[config.mk]
export PLATFORM = sky130hd
export DESIGN_NAME = btip_post
export DESIGN_NICKNAME = d
export VERILOG_FILES = /design/src/sv/bearing_turn_in_place_top_defines.svh /design/src/sv/btip_pkg.sv /design/src/sv/btip_post.sv
export SDC_FILE = /design/constraint.sdc
export NUM_CORES = 1
export LEC_CHECK = 0
export ABC_AREA = 0
export BUFFER_PORTS_ARGS = -buffer_cell sky130_fd_sc_hd__clkbuf_2
export CAP_MARGIN = 25
export CORE_AREA = 10 10 134 148
export DETAILED_ROUTE_END_ITERATION = 7
export DIE_AREA = 0 0 144 158
export PLACE_DENSITY = 0.82
export SETUP_SLACK_MARGIN = 0.1
export SYNTH_ARGS = -nofsm -noshare
export SYNTH_HDL_FRONTEND = slang
export SYNTH_SLANG_ARGS = --single-unit
[constraint.sdc]
create_clock -name clk -period 6.2 [get_ports clk]
set_input_delay 0.62 -clock clk [delete_from_list [all_inputs] [get_ports clk]]
set_output_delay 0.62 -clock clk [all_outputs]
set_load 0.02 [all_outputs]
[src/sv/bearing_turn_in_place_top_defines.svh]
// ----------------------------------------------------------------------------
// Assertion macros for the turn-in-place bearing block
// Shared property wrappers used by the top level.
// ----------------------------------------------------------------------------
`ifndef BEARING_TURN_IN_PLACE_TOP_DEFINES_SVH
`define BEARING_TURN_IN_PLACE_TOP_DEFINES_SVH

// Implication checked on every rising edge outside reset.
`define BTIP_ASSERT_IMP(label, ante, cons, msg) \
  label: assert property (@(posedge clk) disable iff (!rst_n) (ante) |-> (cons)) \
    else $error(msg);

// Next-cycle implication checked outside reset.
`define BTIP_ASSERT_NXT(label, ante, cons, msg) \
  label: assert property (@(posedge clk) disable iff (!rst_n) (ante) |=> (cons)) \
    else $error(msg);

`endif

[src/sv/btip_pkg.sv]
// ----------------------------------------------------------------------------
// Turn-in-place bearing package
// Shared constants, the arctangent table and pipeline types.
// ----------------------------------------------------------------------------
package btip_pkg;

  localparam int ANGLE_FRAC_SCALE_DEF = 100;
  localparam int CORDIC_STEPS = 23;
  localparam int CW = 36;          // CORDIC datapath width
  localparam int ZW = 24;          // angle accumulator width, 1/65536 degree
  localparam logic signed [ZW-1:0] Z_MAX = ZW'(90 * 65536);

  localparam logic [1:0] REG_GOAL_X = 2'd0;
  localparam logic [1:0] REG_GOAL_Y = 2'd1;
  localparam logic [1:0] REG_YAW_TOL = 2'd2;
  localparam logic [1:0] REG_TURN_RATE = 2'd3;

  function automatic logic signed [ZW-1:0] atan_lut(input int i);
    logic signed [ZW-1:0] v;
    case (i)
      0: v = 24'sd2949120;  1: v = 24'sd1740967;  2: v = 24'sd919879;
      3: v = 24'sd466945;   4: v = 24'sd234379;   5: v = 24'sd117304;
      6: v = 24'sd58666;    7: v = 24'sd29335;    8: v = 24'sd14668;
      9: v = 24'sd7334;     10: v = 24'sd3667;    11: v = 24'sd1833;
      12: v = 24'sd917;     13: v = 24'sd458;     14: v = 24'sd229;
      15: v = 24'sd115;     16: v = 24'sd57;      17: v = 24'sd29;
      18: v = 24'sd14;      19: v = 24'sd7;       20: v = 24'sd4;
      21: v = 24'sd2;       22: v = 24'sd1;
      default: v = '0;
    endcase
    return v;
  endfunction

  // Sideband carried beside the CORDIC lanes.
  typedef struct packed {
    logic        at_goal;
    logic [1:0]  quad;      // 0:90 1:180 2:270 3:360
    logic signed [16:0] heading;
  } side_t;

endpackage

[src/sv/btip_post.sv]
// ----------------------------------------------------------------------------
// Bearing post-processing
// Clamp and scale the angle, apply quadrant, form error and command.
// ----------------------------------------------------------------------------
module btip_post #(
  parameter int ANGLE_FRAC_SCALE = btip_pkg::ANGLE_FRAC_SCALE_DEF
) (
  input  logic                       clk,
  input  logic                       rst_n,
  input  logic                       adv,
  input  logic                       in_vld,
  input  logic signed [btip_pkg::ZW-1:0] z_in,
  input  btip_pkg::side_t            in_side,
  input  logic [14:0]                yaw_tol,
  input  logic [14:0]                rate,
  output logic                       out_vld,
  output logic [15:0]                bearing,
  output logic signed [17:0]         yaw_error,
  output logic                       aligned,
  output logic signed [15:0]         angular_speed
);
  import btip_pkg::*;

  localparam int SW = $clog2(ANGLE_FRAC_SCALE + 1);
  localparam int PW = ZW + SW;
  localparam int BW0 = $clog2(360 * ANGLE_FRAC_SCALE + 1) + 1;
  // Keep at least 16 magnitude bits so the bearing can always be sliced out.
  localparam int BW = (BW0 < 17) ? 17 : BW0;

  // Stage A: clamp and multiply.
  logic [ZW-1:0] zc;
  logic [PW-1:0] prod_r;
  side_t         sa_r;
  logic          va_r;
  always_comb begin
    if (z_in < 0) zc = '0;
    else if (z_in > Z_MAX) zc = Z_MAX;
    else zc = z_in;
  end
  always_ff @(posedge clk) begin
    if (!rst_n) va_r <= 1'b0;
    else if (adv) va_r <= in_vld;
    if (adv) begin
      prod_r <= PW'(zc) * PW'(ANGLE_FRAC_SCALE);
      sa_r   <= in_side;
    end
  end

  // Stage B: round, quadrant, bearing.
  logic [PW-1:0]        rnd;
  logic [PW-17:0]       a_val;
  logic signed [BW:0]   base, brg;
  logic [15:0]          b_nxt, b_r;
  logic signed [16:0]   hd_r;
  logic                 vb_r;
  always_comb begin
    rnd   = prod_r + PW'(32768);
    a_val = rnd[PW-1:16];
    case (sa_r.quad)
      2'd0: base = (BW+1)'(90 * ANGLE_FRAC_SCALE);
      2'd1: base = (BW+1)'(180 * ANGLE_FRAC_SCALE);
      2'd2: base = (BW+1)'(270 * ANGLE_FRAC_SCALE);
      default: base = (BW+1)'(360 * ANGLE_FRAC_SCALE);
    endcase
    brg = base - $signed((BW+1)'(a_val));
    if (sa_r.at_goal || brg < 0) b_nxt = '0;
    else b_nxt = brg[15:0];
  end
  always_ff @(posedge clk) begin
    if (!rst_n) vb_r <= 1'b0;
    else if (adv) vb_r <= va_r;
    if (adv) begin
      b_r  <= b_nxt;
      hd_r <= sa_r.heading;
    end
  end

  // Stage C: error, alignment and command.
  logic signed [17:0] err;
  logic [17:0]        aerr;
  logic               vc_r, al_r;
  logic [15:0]        bo_r;
  logic signed [17:0] eo_r;
  logic signed [15:0] sp_r;
  always_comb begin
    err  = $signed({2'b0, b_r}) - 18'(hd_r);
    aerr = err[17] ? 18'(-err) : 18'(err);
  end
  always_ff @(posedge clk) begin
    if (!rst_n) vc_r <= 1'b0;
    else if (adv) vc_r <= vb_r;
    if (adv) begin
      bo_r <= b_r;
      eo_r <= err;
      al_r <= (aerr <= 18'(yaw_tol));
      sp_r <= err[17] ? -$signed({1'b0, rate}) : $signed({1'b0, rate});
    end
  end

  assign out_vld       = vc_r;
  assign bearing       = bo_r;
  assign yaw_error     = eo_r;
  assign aligned       = al_r;
  assign angular_speed = sp_r;
endmodule

======== Word-level counts from Yosys, hierarchy flattened ========
Cells that the tools add are included.
word-level totals
  bits in registers ....................... 136
  bits in latches ......................... 0
  memory bits (writable) .................. 0
  ROM bits ................................ 0
  bits of input ports ..................... 78
  output and inout bits ................... 52
  logic and storage cells ................. 33
  memories ................................ 0
cells by class
  $add $sub $neg .......................... 5
  $mul .................................... 1
  divide/modulo/power cells ............... 0
  $lt $le $gt $ge ......................... 4
  equality and inequality tests ........... 2
  shift-type cells ........................ 0
  muxes and demuxes ....................... 5
  bitwise operators ....................... 0
  reductions and logical operators ........ 2
operators by type and width
  operator                number
  $mux 24                 2
  $pmux 16 s3             1
  $add 31x16->31 const B  1
  $mul 24x5->29 const B   1
  $gt 24x24->1 const B    1
  $lt 24x1->1 const B     1
  $le 18x15->1            1
  $mux 18                 1
  $neg 18->18             1
  $sub 17x17->18          1
  $lt 17x1->1 const B     1
  $sub 16x15->17          1
  $neg 15->16             1
  $mux 15                 1
  $eq 2x1->1 const B      1
  $eq 2x2->1 const B      1
  $logic_not 2->1         1
  $logic_or 1x1->1        1

======== Longest topological paths before layout ========
Gate-level depths: netlist (run 1).
  depth after elaboration ................. 5
  mapped depth ............................ 21
  mapped depth without buffers ............ 19

======== Worst setup path after synthesis (run 1) ========
OpenSTA, ideal clock, no wires.
  path type ............................... input port to flip-flop
  from .................................... input z_in[13] in the netlist's numbering
  to ...................................... register prod_r[28], data pin
  library setup time ...................... 0.258 ns
  arrival ................................. 5.547 ns
  required time ........................... 5.942 ns
  path slack .............................. 0.395 ns
  stages on the path ...................... 21
  path buffers ............................ 2
  cell sequence ........................... nor4_1 -> nand4_1 -> o31ai_1 -> clkbuf_1 -> clkbuf_1 -> and2_1 -> ha_1 -> ha_1 -> inv_1 -> fa_1 -> inv_1 -> ha_1 -> a21oi_1 -> o21ai_0 -> and2_1 -> a2111oi_1 -> a21oi_1 -> a2111oi_0 -> o31ai_1 -> a21oi_1 -> xnor2_1
on the way
  cells in the longest elaborated chain, start to end .. 4
  elaborated cells on any way between the ends .. 5
  those cells by class .................... mul: 1; order compare: 2; mux: 2
RTL lines
  element               RTL line         source
  start, declared       btip_post.sv:12  input logic signed [btip_pkg::ZW-1:0] z_in,
  $gt 24x24->1          btip_post.sv:37  else if (z_in > Z_MAX) zc = Z_MAX;
  $mux 24               btip_post.sv:37
  $mux 24 (*)           btip_post.sv:36  if (z_in < 0) zc = '0;
  $mul 24x5->29 (*)     btip_post.sv:44  prod_r <= PW'(zc) * PW'(ANGLE_FRAC_SCALE);
  end signal, assigned  btip_post.sv:44
  end, declared         btip_post.sv:32  logic [PW-1:0] prod_r;
Mark *: on every way between the ends. The rest lies on a longest branch, timed or not.
A chain may end at the register's enable or synchronous reset.

======== Final worst setup path (run 1) ========
  from .................................... input z_in[1] in the netlist's numbering
  to ...................................... register prod_r[28], data pin
The elaborated chain is that of the path after synthesis.

==> metrics.txt, run 1 <==
LEAKAGE between 0.004 and 0.005 uW; critical path cell sequence clkbuf_2, nor4_1, nand4_1, o31ai_1, buf_4, and2_1, ha_1, ha_1, inv_1, fa_1, inv_1, ha_1, a21oi_1, o21ai_0, and2_1, a2111oi_1, buf_4, a21oi_1, a2111oi_1, o31ai_1, a21oi_1, xnor2_1; Hold Vio Cnt, Final 0; Core Region 0.01683 mm^2; MaxCap Viol Count 0; synth unique cells between 60 and 70; Starting Density 0.5180; Synth Area in Simple Gates 0.1183; total number of vias a little over 6000; Fill cells between 1000 and 1500; ys async rst share 0; status finished, final reports clean; PortBufs 129; Data required, critical path 6.37 ns; GPL Wtd Cong 0.8849; post-route setup slack approximately 0.82 ns; stages on the worst setup path 22; setup bufs post-CTS 0; P per Cell Area 305.4 mW/mm^2; fin nets between 1000 and 1500; # DRC 0; Max-slew headroom 0.4055; I/O Pins 130; post-synthesis xor/xnor area fraction 0.07521; fmax 0.1859 GHz; Die W 144 um; Netlist Area Pre-Place between 0.008 and 0.009 mm^2; Final Skew 0.007024 ns; Post-synth EDFFs 120; setup TNS 0 ns; hold depth 1; Die ar. around 0.023 mm^2; reg2reg path depth 18; Rows 50; routed vias/inst approximately 5.4; Overflow after GRT 0; number of clock sinks 123; CTS Buf Count 17; Clock Latency Late Sink roughly 0.4 ns; CP Launch Type input port; Crit Path Max Fanout 19; hold buffer count at cts 0; RSZ-0062 raised after global routing no; post-synthesis mux area share 0.003445; CTS tree yes; Synth Net Count 1007; cell count after synthesis 787; Pre-Repair DR Iteration Count 5; Syn-to-layout area delta 16.99%; CTS HTree Levels 4; Setup CP Type in -> reg; final setup vio count 0; Detail Placement HPWL around 14000 um; first-pass GRT wire length about 29000 um; fraction of layout cells with a size suffix above 1 0.2032; fin crit share 0.8677; sequential share of the synthesized area 0.4203; #FFs+latches synth between 100 and 150; kind of cell adding the most delay to the critical path compound AO/OA/AOI/OAI gates; Final Max Tran Viols 0; critical-path cell with the highest stage delay fa_1; Root Buffer clkbuf_16; initial antenna violation count 0; Place WS just over 0.3 ns; Hold/Removal Path Class in -> reg; Final ANT Viol Nets 0; Routed WL per cell 14.82 um; Least-Margin Pin Slew roughly 0.89 ns; Worst VDD drop 177.7 uV; largest stage delay on the critical path between 0.5 and 0.6 ns; element type at the critical path end flop; Synth Area in Compound Gates 0.1209; Tot GR Track Use 0.1551; main combinational cell family by area after synthesis adder cells; vias in the first global route 6374; Initial DRC Count 315; Synth warnings 0; post-synthesis average cell area 11.08 um^2; WP buf/inv 5; routed wire length between 15000 and 20000 um; fin crit period between 5 and 6 ns; Post-synth top flop edfxtp_1; Max Buffers Root-to-Sink 2; largest net degree at the start of global routing 76; Worst-path clk slew ~0.06 ns; worst path arrival time 5.55 ns; # diodes 0; Synth Area in Adders 0.2202; Die Height 158 um
## cells in the final DEF (no fill, tap or decap), types with 9 or more instances in the layout
| cell type | netlist | final |
|---|---|---|
| fa_1 | 19 | 19 |
| clkbuf_2 | 0 | 128 |
| xor2_1 | 32 | 32 |
| and2_1 | 22 | 22 |
| nand2_1 | 32 | 32 |
| ha_1 | 123 | 123 |
| nand3_1 | 14 | 14 |
| a21o_1 | 15 | 15 |
| nor2_1 | 52 | 52 |
| clkbuf_16 | 0 | 17 |
| o31ai_1 | 10 | 10 |
| edfxtp_1 | 120 | 120 |
| inv_1 | 88 | 88 |
| a21oi_1 | 39 | 39 |
| nor3_1 | 16 | 16 |
| o21ai_0 | 26 | 26 |
| and3_1 | 9 | 9 |
| xnor2_1 | 41 | 41 |
## kinds of logic (layout without fill, tap and decap cells)
kind of cell    after synthesis  after routing
xor+xnor                     74             74
flops                       123            123
fa+ha+maj                   142            142
simple gates                198            198
mux                           3              3
compound gates              152            152
buf+inv                      95            253
## final timing paths
kind / startpoint / end / slack (ns)
worst max-delay path: z_in[1] / prod_r[28] / 0.82
worst min-delay path: in_side[4] / sa_r[4] / 0.38
worst min register to register: sa_r[9] / hd_r[9] / 0.42
worst max register to register: b_r[0] / aligned / 1.23
## sequential cells by signal (all words and copies together) (netlist names)
| signal | count |
|---|---|
| out_vld | 1 |
| vb_r | 1 |
| yaw_error | 18 |
| b_r | 16 |
| bearing | 16 |
| sa_r | 20 |
| aligned | 1 |
| va_r | 1 |
| hd_r | 17 |
| prod_r | 16 |
| angular_speed | 16 |
## layout make-up
type,instances,area [um^2],share of cell area
Clock buffer,18,439.2,0.04306
Clock inverter,14,136.4,0.01337
Inverter,88,330.3,0.03239
Multi-Input combinational cell,569,4691,0.4599
Sequential cell,123,3664,0.3592
Tap cell,208,260.3,0.02552
Timing Repair Buffer,133,678.2,0.06650
## power by group
group / switching, uW / internal (uW) / leakage, uW
registers: 54.1 / 1060 / 0.00122
logic: 606 / 447 / 0.00333
clock network: 376 / 568 / 0.000274
## layer usage
layer / GRT usage / part of all wire / up-vias
met3: 0.03236 / 0.059 / 26
met4: 0.05742 / 0.017 / 0
met1: 0.1714 / 0.41 / 2848
met2: 0.2844 / 0.52 / 147
met5: 0 / 0 / -
li1: - / - / 3152
## stage by stage
| step | hold slack, ns | area, um^2 | total power (uW) | instances | util |
|---|---|---|---|---|---|
| finish | 0.3787 | 10200 | 3115 | 1153 | 0.6060 |
| floorplan | 0.4003 | 8717 | 1918 | 787 | - |
| global placement | 0.4023 | 9614 | 2145 | 1120 | 0.5713 |
| global route | 0.3618 | 10200 | 3323 | 1153 | 0.6060 |
| detailed placement | 0.4052 | 9614 | 2180 | 1120 | 0.5713 |
| CTS | 0.3625 | 10190 | 3135 | 1152 | 0.6055 |
## what timing repair did
item / in CTS / in global routing
hold endpoints to repair: 0 / 0
setup endpoints to repair: 0 / 1
gates resized for setup: 0 / 1
## synth_stat cells, types with 3 or more instances
cell type | n | area, um^2
nand2b_1 | 6 | 37.54
edfxtp_1 | 120 | 3603
nand2_1 | 32 | 120.1
nor2_1 | 52 | 195.2
nand4_1 | 7 | 43.79
o21ai_0 | 26 | 130.1
o31ai_1 | 10 | 75.07
a21oi_1 | 39 | 195.2
and2_1 | 22 | 137.6
xor2_1 | 32 | 280.3
a31oi_1 | 8 | 50.05
o31a_2 | 3 | 30.03
o31a_1 | 4 | 35.03
o21bai_1 | 3 | 22.52
fa_1 | 19 | 380.4
mux2i_1 | 3 | 30.03
inv_1 | 88 | 330.3
or3_1 | 7 | 43.79
nand3_1 | 14 | 70.07
o41ai_1 | 3 | 26.28
nor4_1 | 5 | 31.28
xnor2_1 | 41 | 359.1
a211oi_1 | 5 | 37.54
or2_2 | 8 | 50.05
a21o_1 | 15 | 112.6
dfxtp_1 | 3 | 60.06
o21a_1 | 8 | 60.06
clkbuf_1 | 6 | 22.52
nor3_1 | 16 | 80.08
ha_1 | 123 | 1539
and3_1 | 9 | 56.30
nor2b_1 | 7 | 43.79
o211ai_1 | 3 | 22.52
Power figures use the tool's default switching activity.
==> run 2: changes to the inputs <==
--- a/config.mk
+++ b/config.mk
@@ -16,3 +16,4 @@
 export SYNTH_ARGS = -nofsm -noshare
 export SYNTH_HDL_FRONTEND = slang
 export SYNTH_SLANG_ARGS = --single-unit
+export TNS_END_PERCENT = 100
==> constraint.sdc (replaced) <==
create_clock -name clk -period 4.6 [get_ports clk]
set_input_delay 0.46 -clock clk [delete_from_list [all_inputs] [get_ports clk]]
set_output_delay 0.46 -clock clk [all_outputs]
set_load 0.02 [all_outputs]
==> metrics.txt, run 2 (same netlist as run 1, synthesis figures left out) <==
fin crit share 1.018; Tot GR Track Use 0.1743; Data required, critical path roughly 4.8 ns; Seq pwr share 0.339; setup TNS -0.2422 ns; routed wire length between 20000 and 25000 um; fraction of layout cells with a size suffix above 1 0.3604; Psw 1522 uW; Pre-Repair DR Iteration Count 5; fmax between 0.2 and 0.25 GHz; post-route setup slack -0.08471 ns; Die ar. about 0.023 mm^2; P_int a little under 3000 uW; LEAKAGE 0.005347 uW; Worst-path clk slew 0.05 ns; Area after DPL 0.01048 mm^2; RR Endpoint aligned; CTS tree yes; status finished, violations left; # DRC 0; Crit Path Max Fanout 7; crit path from z_in[16]; Die Height 158 um; crit path to prod_r[30]; Max-slew headroom 0.5020; hold buffer count at cts 0; number of clock sinks 123; total number of vias about 6800; routed vias/inst 5.393; fin crit period between 4 and 5 ns; number of flip-flops in the largest register 20; final setup vio count 4; post-route cell area 0.01163 mm^2; Rows 50; CTS Buf Count 17; Least-Margin Pin Slew 0.7470 ns; Final ANT Viol Nets 0; CP Launch Type input port; Max Buffers Root-to-Sink 2; Clk pwr share 0.254; P per Cell Area 383.2 mW/mm^2; Detail Placement HPWL approximately 15000 um; I/O Pins 130; Hold Vio Cnt, Final 0; PortBufs between 100 and 150; reg2reg path depth 18; largest net degree at the start of global routing 62; Final Max Tran Viols 0; Syn-to-layout area delta 33.41%; MaxCap Viol Count 0; Clock Latency Late Sink between 0.4 and 0.5 ns; Final Skew roughly 0.0041 ns; Fill cells between 1000 and 1500; most frequent cells in the layout clkbuf_2 (123), edfxtp_1 (120), buf_4 (105); commonest non-fill, non-tap cell in the layout clkbuf_2; reg2reg setup slack between 0.15 and 0.2 ns; initial antenna violation count 0; fin nets between 1000 and 1500; Routed WL per cell 16.58 um; first-pass GRT wire length 32330 um; failing checks negative setup slack; CTS HTree Levels 4; # diodes 0; Initial DRC Count roughly 320; Most flops, register sa_r; Core Region 0.01683 mm^2; worst path arrival time a little under 5 ns; Overflow after GRT 0; switching fraction of total power 0.3415; GPL Wtd Cong 0.8582; combinational power share 0.406; Setup CP Type in -> reg; vias in the first global route approximately 7100; element type at the critical path end flop; Reg2Reg Launch Point b_r[0]; RSZ-0062 raised after global routing yes; Root Buffer clkbuf_16; Hold/Removal Path Class in -> reg; Starting Density 0.5180; Die W ~140 um; Worst VDD drop 243.9 uV
[run 2: cell types whose count changed in the layout (fill, tap and decap cells not counted), sizes merged]
cell	delta
clkbuf	-5
clkinvlp	+2
buf	+108
bufinv	-1
inv	-5
clkinv	+2
[run 2: layout make-up]
class / instances / area, um^2 / area share
Multi-Input combinational cell: 569 / 5360 / 0.4609
Sequential cell: 123 / 3664 / 0.3150
Inverter: 88 / 330.3 / 0.02840
Clock inverter: 12 / 80.08 / 0.006885
Tap cell: 208 / 260.3 / 0.02238
Timing Repair Buffer: 236 / 1506 / 0.1295
Clock buffer: 18 / 429.2 / 0.03690
[run 2: worst min path at each step]
stage / start / slack [ns] / cells after the start / endpoint
final: in_side[14] / 0.22 / 1 / sa_r[14]
after CTS: in_side[14] / 0.21 / 1 / sa_r[14]
after global placement: sa_r[12] / 0.40 / 0 / hd_r[12]
after detailed placement: sa_r[12] / 0.40 / 0 / hd_r[12]
after floorplan: sa_r[0] / 0.40 / 0 / hd_r[0]
after global routing: in_side[12] / 0.20 / 1 / sa_r[12]
[run 2: power by group through the flow]
stage / registers, uW / clock network (uW) / logic [uW]
floorplan: 1600 / 0 / 1020
global placement: 1520 / 0 / 1530
detailed placement: 1530 / 0 / 1590
CTS: 1510 / 1150 / 1670
global route: 1530 / 1200 / 2010
finish: 1510 / 1130 / 1810
[run 2: through the flow]
step           power, uW  hold WS [ns]  utilization  worst slack (ns)  cells
2_1_floorplan       2619        0.4003            -           -0.3881    787
3_3_place_gp        3059        0.4021       0.6227           -0.4684   1204
3_5_place_dp        3123        0.4045       0.6227           -0.5968   1204
4_1_cts             4330        0.2063       0.6692           0.02164   1245
5_1_grt             4737        0.2029       0.6911           -0.2776   1254
6_report            4457        0.2188       0.6911          -0.08471   1254
[run 2: timing repair]
action                     CTS  global route
resized for setup           31            60
buffers inserted            11             9
pin swaps                   40            36
setup endpoints to repair   11            12
gates cloned                 1             0
[run 2: worst max-delay path, cell delays in order]
cell and delay, ns:
buf_8 0.10, nor4_4 0.28, nand4_1 0.17, o31ai_2 0.32
buf_4 0.21, and2_4 0.19, ha_4 0.22, ha_4 0.26
inv_2 0.03, fa_1 0.50, inv_2 0.05, ha_4 0.25
nand4_1 0.10, nor2_1 0.05, and3_4 0.18, a2111oi_4 0.43
a21oi_2 0.13, buf_4 0.16, a21o_1 0.19, a211oi_2 0.27
o31ai_2 0.12, a22o_1 0.19
[run 2: routing by layer]
metal / GRT usage / vias up / part of all wire
met4: 0.06375 / 0 / 0.021
met2: 0.3407 / 200 / 0.56
met1: 0.1751 / 3170 / 0.37
li1: - / 3351 / -
met3: 0.03626 / 42 / 0.054
met5: 0 / - / 0
